--- config.mk ---
export PLATFORM = sky130hd
export DESIGN_NAME = i2c_two_byte_write_master_flat
export DESIGN_NICKNAME = d
export VERILOG_FILES = /design/src/hdl/i2cw_pkg.sv /design/src/hdl/i2cw_if.sv /design/src/hdl/i2cw_ctrl.sv /design/src/hdl/i2cw_datapath.sv /design/src/hdl/i2c_two_byte_write_master.sv /design/src/flat_wrapper.sv
export SDC_FILE = /design/constraint.sdc
export NUM_CORES = 1
export LEC_CHECK = 0
export BUFFER_PORTS_ARGS = -buffer_cell sky130_fd_sc_hd__clkbuf_2
export CAP_MARGIN = 5
export CELL_PAD_IN_SITES_DETAIL_PLACEMENT = 1
export CELL_PAD_IN_SITES_GLOBAL_PLACEMENT = 2
export CORE_MARGIN = 4
export CORE_UTILIZATION = 30
export DETAILED_ROUTE_END_ITERATION = 8
export GPL_ROUTABILITY_DRIVEN = 0
export PLACE_DENSITY = 0.65
export SYNTH_ARGS = -nofsm -noshare
export SYNTH_HDL_FRONTEND = slang
export SYNTH_HIERARCHICAL = 1
export SYNTH_SLANG_ARGS = --single-unit
--- constraint.sdc ---
create_clock -name clk -period 6.5 [get_ports clk]
set_clock_uncertainty 0.2 [all_clocks]
set_input_delay 0.975 -clock clk [delete_from_list [all_inputs] [get_ports clk]]
set_output_delay 0.975 -clock clk [all_outputs]
set_load 0.05 [all_outputs]
--- src/hdl/i2cw_pkg.sv ---
`timescale 1ns / 1ps

package i2cw_pkg;

    localparam int HALF_BIT_CYCLES = 320;
    localparam int TIMER_W = (HALF_BIT_CYCLES > 2) ? $clog2(HALF_BIT_CYCLES) : 1;
    localparam logic [TIMER_W-1:0] TIMER_LAST = TIMER_W'(HALF_BIT_CYCLES - 1);

    localparam int PHASE_W = 6;
    localparam logic [PHASE_W-1:0] PHASE_START     = 6'd0;
    localparam logic [PHASE_W-1:0] PHASE_ADDR_LO   = 6'd1;
    localparam logic [PHASE_W-1:0] PHASE_ADDR_HI   = 6'd18;
    localparam logic [PHASE_W-1:0] PHASE_DATA_LO   = 6'd19;
    localparam logic [PHASE_W-1:0] PHASE_DATA_HI   = 6'd36;
    localparam logic [PHASE_W-1:0] PHASE_STOP_0    = 6'd37;
    localparam logic [PHASE_W-1:0] PHASE_STOP_1    = 6'd38;
    localparam logic [PHASE_W-1:0] PHASE_STOP_2    = 6'd39;
    localparam logic [PHASE_W-1:0] PHASE_LAST      = 6'd40;

    localparam logic [7:0] ADDRESS_RESET = 8'h9A;
    localparam logic [7:0] SHADOW_RESET  = 8'hFF;
    localparam logic [7:0] GAIN_MASK     = 8'h1F;
    localparam logic [7:0] BIT5_MASK     = 8'h20;
    localparam logic [7:0] BIT6_MASK     = 8'h40;
    localparam logic [7:0] BIT7_MASK     = 8'h80;

    typedef enum logic [2:0] {
        KIND_GAIN     = 3'd0,
        KIND_BIT5     = 3'd1,
        KIND_BIT6     = 3'd2,
        KIND_SHUTDOWN = 3'd3,
        KIND_DIRECT   = 3'd4
    } cmd_kind_t;

    typedef enum logic [1:0] {
        ST_IDLE,
        ST_EMIT,
        ST_HOLD
    } ctrl_state_t;

    typedef struct packed {
        logic load;
        logic clear_timer;
        logic count;
        logic advance;
    } dp_cmd_t;

    typedef struct packed {
        logic kind_ok;
        logic timer_done;
        logic final_phase;
    } dp_status_t;

endpackage

--- src/hdl/i2cw_if.sv ---
`timescale 1ns / 1ps

interface i2cw_cmd_if;
    logic       valid;
    logic       ready;
    logic [2:0] kind;
    logic [7:0] value;

    modport source (output valid, output kind, output value, input ready);
    modport sink (input valid, input kind, input value, output ready);
endinterface

interface i2cw_phase_if;
    logic valid;
    logic ready;
    logic scl_level;
    logic sda_level;
    logic last;

    modport source (output valid, output scl_level, output sda_level, output last,
                    input ready);
    modport sink (input valid, input scl_level, input sda_level, input last,
                  output ready);
endinterface

--- src/hdl/i2cw_ctrl.sv ---
`timescale 1ns / 1ps

module i2cw_ctrl
(
    input  logic                 clk,
    input  logic                 rst_n,
    input  logic                 cmd_valid,
    output logic                 cmd_ready,
    output logic                 out_valid,
    input  logic                 out_ready,
    input  i2cw_pkg::dp_status_t status,
    output i2cw_pkg::dp_cmd_t    dp_cmd
);

    i2cw_pkg::ctrl_state_t state_reg;
    i2cw_pkg::ctrl_state_t state_next;

    always_ff @(posedge clk or negedge rst_n)
    begin
        if (!rst_n)
        begin
            state_reg <= i2cw_pkg::ST_IDLE;
        end
        else
        begin
            state_reg <= state_next;
        end
    end

    always_comb
    begin
        state_next         = state_reg;
        cmd_ready          = 1'b0;
        out_valid          = 1'b0;
        dp_cmd.load        = 1'b0;
        dp_cmd.clear_timer = 1'b0;
        dp_cmd.count       = 1'b0;
        dp_cmd.advance     = 1'b0;
        case (state_reg)
            i2cw_pkg::ST_IDLE:
            begin
                cmd_ready = 1'b1;
                if (cmd_valid && status.kind_ok)
                begin
                    dp_cmd.load = 1'b1;
                    state_next  = i2cw_pkg::ST_EMIT;
                end
            end
            i2cw_pkg::ST_EMIT:
            begin
                out_valid = 1'b1;
                if (out_ready)
                begin
                    dp_cmd.clear_timer = 1'b1;
                    state_next         = i2cw_pkg::ST_HOLD;
                end
            end
            i2cw_pkg::ST_HOLD:
            begin
                dp_cmd.count = 1'b1;
                if (status.timer_done)
                begin
                    if (status.final_phase)
                    begin
                        state_next = i2cw_pkg::ST_IDLE;
                    end
                    else
                    begin
                        dp_cmd.advance = 1'b1;
                        state_next     = i2cw_pkg::ST_EMIT;
                    end
                end
            end
            default:
            begin
                state_next = i2cw_pkg::ST_IDLE;
            end
        endcase
    end

endmodule

--- src/hdl/i2cw_datapath.sv ---
`timescale 1ns / 1ps

module i2cw_datapath
(
    input  logic                 clk,
    input  logic                 rst_n,
    input  logic                 cfg_we,
    input  logic [7:0]           cfg_wdata,
    input  logic [2:0]           kind,
    input  logic [7:0]           value,
    input  i2cw_pkg::dp_cmd_t    dp_cmd,
    output i2cw_pkg::dp_status_t status,
    output logic                 scl_level,
    output logic                 sda_level,
    output logic                 last
);

    logic [7:0]                     address_reg;
    logic [7:0]                     shadow_reg;
    logic [7:0]                     shadow_next;
    logic [i2cw_pkg::PHASE_W-1:0]   phase_reg;
    logic [i2cw_pkg::TIMER_W-1:0]   timer_reg;
    logic [i2cw_pkg::PHASE_W-1:0]   offset;
    logic [7:0]                     byte_sel;
    logic                           byte_bit;
    logic                           kind_ok;

    always_comb
    begin
        shadow_next = shadow_reg;
        kind_ok     = 1'b1;
        case (i2cw_pkg::cmd_kind_t'(kind))
            i2cw_pkg::KIND_GAIN:
                shadow_next = (shadow_reg & ~i2cw_pkg::GAIN_MASK) | (value & i2cw_pkg::GAIN_MASK);
            i2cw_pkg::KIND_BIT5:
                shadow_next = (value != 8'd0) ? (shadow_reg | i2cw_pkg::BIT5_MASK)
                                              : (shadow_reg & ~i2cw_pkg::BIT5_MASK);
            i2cw_pkg::KIND_BIT6:
                shadow_next = (value != 8'd0) ? (shadow_reg | i2cw_pkg::BIT6_MASK)
                                              : (shadow_reg & ~i2cw_pkg::BIT6_MASK);
            i2cw_pkg::KIND_SHUTDOWN:
                shadow_next = (value != 8'd0) ? (shadow_reg & ~i2cw_pkg::BIT7_MASK)
                                              : (shadow_reg | i2cw_pkg::BIT7_MASK);
            i2cw_pkg::KIND_DIRECT:
                shadow_next = value;
            default:
                kind_ok = 1'b0;
        endcase
    end

    always_ff @(posedge clk or negedge rst_n)
    begin
        if (!rst_n)
        begin
            address_reg <= i2cw_pkg::ADDRESS_RESET;
            shadow_reg  <= i2cw_pkg::SHADOW_RESET;
            phase_reg   <= '0;
            timer_reg   <= '0;
        end
        else
        begin
            if (cfg_we)
            begin
                address_reg <= cfg_wdata;
            end
            if (dp_cmd.load)
            begin
                shadow_reg <= shadow_next;
                phase_reg  <= '0;
            end
            else if (dp_cmd.advance)
            begin
                phase_reg <= phase_reg + 1'b1;
            end
            if (dp_cmd.clear_timer)
            begin
                timer_reg <= '0;
            end
            else if (dp_cmd.count)
            begin
                timer_reg <= timer_reg + 1'b1;
            end
        end
    end

    assign status = {kind_ok,
                     (timer_reg == i2cw_pkg::TIMER_LAST),
                     (phase_reg == i2cw_pkg::PHASE_LAST)};

    always_comb
    begin
        if (phase_reg <= i2cw_pkg::PHASE_ADDR_HI)
        begin
            offset   = phase_reg - i2cw_pkg::PHASE_ADDR_LO;
            byte_sel = address_reg;
        end
        else
        begin
            offset   = phase_reg - i2cw_pkg::PHASE_DATA_LO;
            byte_sel = shadow_reg;
        end
        byte_bit = (offset[4]) ? 1'b1 : byte_sel[~offset[3:1]];
    end

    always_comb
    begin
        scl_level = 1'b1;
        sda_level = 1'b1;
        last      = 1'b0;
        case (phase_reg) inside
            i2cw_pkg::PHASE_START:
            begin
                scl_level = 1'b1;
                sda_level = 1'b0;
            end
            [i2cw_pkg::PHASE_ADDR_LO:i2cw_pkg::PHASE_DATA_HI]:
            begin
                scl_level = offset[0];
                sda_level = byte_bit;
            end
            i2cw_pkg::PHASE_STOP_0:
            begin
                scl_level = 1'b0;
                sda_level = 1'b1;
            end
            i2cw_pkg::PHASE_STOP_1:
            begin
                scl_level = 1'b0;
                sda_level = 1'b0;
            end
            i2cw_pkg::PHASE_STOP_2:
            begin
                scl_level = 1'b1;
                sda_level = 1'b0;
            end
            i2cw_pkg::PHASE_LAST:
            begin
                scl_level = 1'b1;
                sda_level = 1'b1;
                last      = 1'b1;
            end
            default:
            begin
                scl_level = 1'b1;
                sda_level = 1'b1;
            end
        endcase
    end

endmodule

--- src/hdl/i2c_two_byte_write_master.sv ---
`timescale 1ns / 1ps

// Command-driven I2C write master producing a stream of pin phases.
// The cmd channel takes one command (kind, value) that updates the shadow
// byte; kinds above the direct-byte code are taken and discarded without output.
// Each accepted command produces 41 transfers on the phase channel: start,
// the address byte, the shadow byte, each with an ack slot, and a stop.
// Each transfer carries one SCL/SDA level pair; last marks the final stop phase.
// After a phase is transferred the block holds it until the half-bit timer
// in the datapath expires before offering the next. One command is handled
// at a time; cmd.ready is high only while no transaction runs.
// If the receiver stalls, the current phase is held and the timer waits.
// The address register is written through cfg_we/cfg_wdata; the user must
// write it only while idle; the block itself does not enforce this.
// Reset returns to idle, the address to 0x9A and the shadow byte to 0xFF.
module i2c_two_byte_write_master
(
    input  logic         clk,
    input  logic         rst_n,
    input  logic         cfg_we,
    input  logic [7:0]   cfg_wdata,
    i2cw_cmd_if.sink     cmd,
    i2cw_phase_if.source phase
);

    i2cw_pkg::dp_cmd_t    dp_cmd;
    i2cw_pkg::dp_status_t status;

    i2cw_ctrl u_ctrl
    (
        .clk       (clk),
        .rst_n     (rst_n),
        .cmd_valid (cmd.valid),
        .cmd_ready (cmd.ready),
        .out_valid (phase.valid),
        .out_ready (phase.ready),
        .status    (status),
        .dp_cmd    (dp_cmd)
    );

    i2cw_datapath u_datapath
    (
        .clk       (clk),
        .rst_n     (rst_n),
        .cfg_we    (cfg_we),
        .cfg_wdata (cfg_wdata),
        .kind      (cmd.kind),
        .value     (cmd.value),
        .dp_cmd    (dp_cmd),
        .status    (status),
        .scl_level (phase.scl_level),
        .sda_level (phase.sda_level),
        .last      (phase.last)
    );

endmodule

--- src/flat_wrapper.sv ---
// flat-port wrapper written by rule: the top's interface ports become plain ports
module i2c_two_byte_write_master_flat 
  (clk, rst_n, cfg_we, cfg_wdata, cmd_valid, cmd_kind, cmd_value, cmd_ready, phase_valid, phase_scl_level, phase_sda_level, phase_last, phase_ready);
  i2cw_cmd_if cmd_i ();
  i2cw_phase_if phase_i ();
  input  logic clk;
  input  logic rst_n;
  input  logic cfg_we;
  input  logic [7:0] cfg_wdata;
  input wire logic [$bits(cmd_i.valid)-1:0] cmd_valid;
  input wire logic [$bits(cmd_i.kind)-1:0] cmd_kind;
  input wire logic [$bits(cmd_i.value)-1:0] cmd_value;
  output wire logic [$bits(cmd_i.ready)-1:0] cmd_ready;
  output wire logic [$bits(phase_i.valid)-1:0] phase_valid;
  output wire logic [$bits(phase_i.scl_level)-1:0] phase_scl_level;
  output wire logic [$bits(phase_i.sda_level)-1:0] phase_sda_level;
  output wire logic [$bits(phase_i.last)-1:0] phase_last;
  input wire logic [$bits(phase_i.ready)-1:0] phase_ready;
  assign cmd_i.valid = cmd_valid;
  assign cmd_i.kind = cmd_kind;
  assign cmd_i.value = cmd_value;
  assign cmd_ready = cmd_i.ready;
  assign phase_valid = phase_i.valid;
  assign phase_scl_level = phase_i.scl_level;
  assign phase_sda_level = phase_i.sda_level;
  assign phase_last = phase_i.last;
  assign phase_i.ready = phase_ready;
  i2c_two_byte_write_master u_core (.clk(clk), .rst_n(rst_n), .cfg_we(cfg_we), .cfg_wdata(cfg_wdata), .cmd(cmd_i), .phase(phase_i));
endmodule
==> metrics.md, run 1 <==
| Metric | Value |
|---|---|
| Status | finished clean |
| Area of the multi-input gates | 1142 um2 |
| Core Box Area | 6794 um2 |
| Leak | 0.9741 nW |
| Comb power frac | around a quarter |
| Area fraction in compound gates after synthesis | 14.32% |
| Crit path DAT | 3.48 ns |
| Final WL | 4.977 mm |
| Sequential share of power | about half |
| Max Clock Freq | 214.8 MHz |
| Post-synth EDFFs | 0 |
| Syn_nets | 248 |
| Share of cells above drive strength 1 | 29.34% |
| Reg-to-Reg Start | u_core/u_datapath/phase_reg[1] |
| Cells after Synth | 216 |
| Crit Path Category | reg -> out |
| RSZ-0062 raised after global routing | no |
| CTS tree | built |
| Internal | around 400 uW |
| Count leader, synth | nor2_1 |
| Final antenna-violating net count | 0 |
| Final Cell Area | about 2400 um2 |
| Yosys reg bits | 33 |
| Syn Area/Cell | 9.708 um2 |
| Power share of the clock group | between 20% and 30% |
| 1st-iter DRT viols | 57 |
| Worst hold path class | reg -> reg |
| Filler Cells Inserted | 798 |
| Diode count | 0 |
| Core Rows | 30 |
| Num CTS Buffers | 5 |
| Max-slew headroom | 44.49% |
| P_sw | 202.0 uW |
| Via count | 1,611 |
| CTS resizes | 0 |
| Skew-Pair Late Insertion Delay | 0.28 ns |
| Worst IR Drop VDD | 0.0001122 V |
| Clk pin slew, worst setup/hold paths | around 0.080 ns |
| Overall Global Routing Usage | 12.64% |
| Worst hold slack | just under 0.3 ns |
| Worst path required time | 5.32 ns |
| Top-Level Pins | 29 |
| Crit end category | output pin |
| Final #Nets | between 200 and 300 |
| Switching share of power | 33.68% |
| Initial core utilization | 30.87% |
| Netlist Area Pre-Place | 2097 um2 |
| Area leader, netlist | dfrtp_1 |
| Sequential fraction of the synthesis area | 40.10% |
| GRT Residual Overflow | 0 |
| Final hold vios | 0 |
| Xor/xnor share of the synthesized area | 5.430% |
| Combinational family with the most area after synthesis | simple AND/OR/NAND/NOR gates |
| Total Neg Setup Slack | 0 ns |
| Clock sink count | 33 |
| Synth Area in Simple Gates | 19.63% |
| DP Area | between 2000 and 2500 um2 |
| Initial antenna violation count | 0 |
| Post-synthesis cell type count | 47 |
| Die Area | 8391 um2 |
| CP startpoint kind | register |
| Top cells by area, synth | dfrtp_1, dfstp_2, mux2_2 |
| Mux cell area share after synthesis | 9.964% |
| Fin worst setup slack | roughly 1.8 ns |
| Fin crit share | 71.64% |
| Power density cells | roughly 250 nW/um2 |
| Pin count of the biggest net entering global routing | 34 |
| Max-Cap Viols | 0 |
| Ys Warns | 6 |
| Storage element area | 840.8 um2 |
| # H-tree levels | 2 |
| Die Y | between 90 and 100 um |
| Port bufs | 28 |
| Max FO, Critical Path | 9 |
| CTS Hold Bufs | 0 |
| Minimum clock period | 4.656 ns |
| Top cell type's share of synthesized area | 25.06% |
| Die width | 91.61 um |
| HPWL Detailed | roughly 3.7 mm |
| Crit path from | u_core/u_datapath/phase_reg[0] |
| Slew Limit Fails | 0 |
| Vias in the first global route | 1,672 |
| Postcts setup bufs | 0 |
| DR WL/cell | 14.72 um |
| Mean number of vias per cell | 4.766 |
| Area growth syn-to-layout | 13.25% |
| Setup Viol. Count Final | 0 |
| Number of remaining DRC errors | 0 |
| Max clock buf depth | 2 |
| Max reg flops | 9 |
| Pre-CTS setup slack | 2.131 ns |
| First-pass detailed-route iteration total | 4 |
| Global-route wire length before repair | 8.576 mm |
| Slew @ Worst Pin | 0.8326 ns |
| Root Driver | clkbuf_8 |
| Post-synth top flop | dfrtp_1 |
| Adder-cell share of the synthesized area | between 5 and 6% |
| Synth async-reset ratio | 100.0% |
| Top cells by count, synth | nor2_1, dfrtp_1, nand2_1 |
metrics by stage:
stage | power (mW) | instances | utilization, %
global route | 0.6378 | 338 | 34.95
global placement | 0.4457 | 330 | 33.68
detailed placement | 0.4505 | 330 | 33.68
finish | 0.5996 | 338 | 34.95
floorplan | 0.4005 | 216 | -
CTS | 0.6109 | 338 | 34.95
cell usage in the layout, fill, tap and decap left out, drive strengths merged, types with 4 or more instances in the layout:
cell type / n
ha: 7
nor2: 26
mux2: 13
xnor2: 5
nand3: 8
nand4: 5
clkbuf: 33
a21oi: 14
dfstp: 12
inv: 12
nand2b: 4
nand2: 14
mux2i: 4
dfrtp: 21
nor3: 6
xor2: 8
o21ai: 11
routing by layer:
metal  vias to the layer above  GRT usage, %  part of all wire (%)
met5                         -             0                     0
met4                         0         3.518                   1.2
met3                         6         2.734                   2.6
met2                        16         19.54                    46
met1                       767         17.71                    50
li1                        822             -                     -
kinds of logic after synthesis:
family | after synthesis
multiplexers | 18
flip-flops | 33
buffers and inverters | 22
XOR/XNOR | 13
AO/OA/AOI/OAI | 44
adder cells (fa/ha/maj) | 8
AND/OR/NAND/NOR | 78
cell type report:
cell class	instances	share of cell area (%)
multi-input cells	161	48.10
flip-flops and latches	33	35.41
repair buffers	28	5.901
well taps	96	5.058
clock buffers	5	2.898
inverters	12	1.897
clock inverters	3	0.7376
power by group through the flow:
stage	clock (mW)	combinational, mW	sequential (mW)
after CTS	0.163	0.146	0.302
after floorplan	0	0.113	0.288
after detailed placement	0	0.145	0.306
final	0.155	0.142	0.302
after global routing	0.171	0.158	0.308
after global placement	0	0.142	0.304
worst max-delay path, cell delays in order, from the launching register on:
cell      delay, ns
dfrtp_1        0.49
inv_1          0.16
ha_1           0.25
nand2b_4       0.17
a21oi_4        0.23
nor2_4         0.06
inv_1          0.14
fa_1           0.58
mux2_2         0.29
nor4_1         0.04
a31oi_1        0.17
nand4b_1       0.12
a31oi_1        0.19
clkbuf_2       0.30
path summary, 6_finish.rpt:
kind | to | slack (ns) | cells past startpoint
worst max-delay path | phase_sda_level | 1.84 | 13
min in group asynchronous | u_core/u_datapath/timer_reg[7] | 0.58 | 1
max in group asynchronous | u_core/u_datapath/phase_reg[1] | 5.00 | 1
worst min register to register | register | 0.29 | 2
worst min-delay path | register | 0.29 | 2
worst max register to register | u_core/u_datapath/phase_reg[5] | 3.97 | 8
Power figures use the tool's default switching activity.
==> run 2, diff against run 1 <==
- ABC_AREA: not set -> 1
- PLACE_DENSITY: 0.65 -> 0.73
- clock period: 6.5 -> 3.8 ns (I/O delays scaled with it)
==> metrics.md, run 2 <==
| Metric | Value |
|---|---|
| Initial antenna violation count | 0 |
| Clk pin slew, worst setup/hold paths | 0.08 ns |
| Minimum clock period | 3.539 ns |
| Root Driver | clkbuf_8 |
| Top cells by area, synth | dfrtp_1, dfstp_2, inv_1 |
| Yosys reg bits | 33 |
| Num CTS Buffers | 5 |
| Commonest non-fill, non-tap cell in the layout | nand2_1 |
| Crit Path Category | reg -> out |
| CTS tree | built |
| Global-route wire length before repair | 9.011 mm |
| Worst IR Drop VDD | 0.0001700 V |
| CP startpoint kind | register |
| Final WL | 5.143 mm |
| Clock sink count | 33 |
| Max-Cap Viols | 0 |
| Diode count | 0 |
| Fin worst setup slack | 0.2611 ns |
| Metal3 WL | 185 um |
| Max-slew headroom | 43.87% |
| Status | finished clean |
| DP Area | 2347 um2 |
| 1st-iter DRT viols | between 60 and 70 |
| Overall Global Routing Usage | a little over an eighth |
| Max clock buf depth | 2 |
| Cells after DPL | 401 |
| Share of cells above drive strength 1 | 21.02% |
| RSZ-0062 raised after global routing | no |
| Final hold vios | 0 |
| Slew Limit Fails | 0 |
| Max FO, Critical Path | 9 |
| Cells after Synth | 281 |
| Final Cell Area | 2470 um2 |
| Pre-CTS setup slack | 0.3360 ns |
| Max reg flops | 9 |
| Max Clock Freq | 282.6 MHz |
| Count leader, synth | inv_1 |
| Top-Level Pins | 29 |
| Top cell type's share of synthesized area | 24.78% |
| GRT Residual Overflow | 0 |
| Die width | approximately 92 um |
| Final antenna-violating net count | 0 |
| Die Y | 92.08 um |
| Syn Area/Cell | 7.547 um2 |
| Pin count of the biggest net entering global routing | 34 |
| Ys Warns | 6 |
| Top routing layer used | met4 |
| Area leader, netlist | dfrtp_1 |
| Total Neg Setup Slack | 0 ns |
| Post-synthesis cell type count | 34 |
| Most frequent cells in the layout | nand2_1, inv_1, clkbuf_2, nand3_1, o21ai_0 |
| Mean number of vias per cell | 4.615 |
| Top cells by count, synth | inv_1, nand2_1, nand3_1 |
| Final #Nets | 345 |
| Netlist Area Pre-Place | approximately 2100 um2 |
| Skew-Pair Late Insertion Delay | ~0.28 ns |
| Synth async-reset ratio | 100.0% |
| Via count | 1,892 |
| Metal2 WL | 2.073 mm |
| Worst path required time | 3.03 ns |
| HPWL Detailed | 4.114 mm |
| Syn_nets | between 300 and 400 |
| DR WL/cell | 12.54 um |
| Crit end category | output pin |
| Vias in the first global route | 1,915 |
| Core Box Area | 6832 um2 |
| Initial core utilization | 31.04% |
| First-pass detailed-route iteration total | 4 |
| Worst hold slack | around 0.17 ns |
| Area growth syn-to-layout | 16.46% |
| Die Area | 8479 um2 |
| Port bufs | 28 |
| Slew @ Worst Pin | 0.8420 ns |
| Cell Count, Final, Fillers Out | 410 |
| Post-synth EDFFs | 0 |
| Post-synth top flop | dfrtp_1 |
| Sequential fraction of the synthesis area | 39.65% |
| Wl on met1 | 2.816 mm |
| Leak | around 1.2 nW |
| # H-tree levels | 2 |
| Worst hold path class | in -> async |
| Power density cells | just over 500 nW/um2 |
| Fin crit share | between 90% and 100% |
| Core Rows | 30 |
| Filler Cells Inserted | 871 |
| Number of remaining DRC errors | 0 |
| Crit path DAT | roughly 2.8 ns |
| Setup Viol. Count Final | 0 |
run 2: changes by cell type in the layout (fill, tap and decap cells not counted), sizes merged, moves of 7 or more:
cell,before,now
nand2,14,59
inv,12,54
nand3,8,26
o21ai,11,25
mux2,13,0
nor3,6,16
nor2,26,17
xor2,8,1
run 2: what timing repair did:
| action | CTS | global route |
|---|---|---|
| gates resized for setup | 0 | 8 |
| setup endpoints to repair | 0 | 1 |
| hold buffers | 0 | 0 |
| buffers inserted | 0 | 1 |
run 2: through the flow:
stage / util, % / power, mW
finish: 36.15 / 1.261
detailed placement: 34.36 / 0.9627
global route: 36.15 / 1.367
floorplan: - / 0.8396
global placement: 34.36 / 0.9551
CTS: 35.84 / 1.270
run 2: final cells by class:
type                       count  area, um2  area share (%)
tap                           96      120.1           4.863
timing repair buffer          30      157.7           6.383
clock buffer                   7      96.34           3.901
sequential                    33      842.1           34.09
clock inverter                 1      5.005          0.2026
inverter                      54      205.2           8.308
multi-input combinational    189       1044           42.25
run 2: worst max-delay path, cell delays in order, from the launching register on:
cell and delay [ns]:
dfrtp_2 0.46, inv_4 0.11, ha_1 0.19, nand2_1 0.07
nand2_2 0.08, nand3_4 0.11, nand2_2 0.10, inv_1 0.05
fa_1 0.43, xnor2_2 0.22, buf_4 0.14, nand3_1 0.08
nand3b_1 0.09, nand3_1 0.06, nand2_1 0.06, inv_1 0.04
buf_4 0.18
run 2: worst paths after layout:
path,start,end,slack (ns),cells past startpoint
max,u_core/u_datapath/phase_reg[0],phase_sda_level,0.26,16
min,rst_n,u_core/u_datapath/address_reg[5],0.17,1
max reg2reg,u_core/u_datapath/timer_reg[0],u_core/u_datapath/phase_reg[5],1.10,13
min reg2reg,u_core/u_datapath/timer_reg[8],u_core/u_datapath/timer_reg[8],0.27,1
max in group asynchronous,rst_n,u_core/u_datapath/phase_reg[0],2.64,1
min in group clk,u_core/u_datapath/timer_reg[8],u_core/u_datapath/timer_reg[8],0.27,1
run 2: cell families (layout without fill, tap and decap cells):
| logic type | after synthesis | after routing | synth area share, % |
|---|---|---|---|
| flip-flops | 33 | 33 | 39.65 |
| buffers and inverters | 59 | 92 | 11.50 |
| AO/OA/AOI/OAI | 49 | 49 | 12.63 |
| adder cells (fa/ha/maj) | 8 | 8 | 5.074 |
| AND/OR/NAND/NOR | 130 | 130 | 30.33 |
| XOR/XNOR | 2 | 2 | 0.8261 |
run 2: report_power, final:
part	internal, mW	switching, mW
logic	0.148	0.287
registers	0.463	0.0628
clock network	0.164	0.136
run 2: routing by layer:
layer / vias to the layer above / global-route usage, %
li1: 982 / -
met1: 878 / 20.09
met2: 25 / 17.70
met3: 7 / 2.707
met4: 0 / 4.455
met5: - / 0
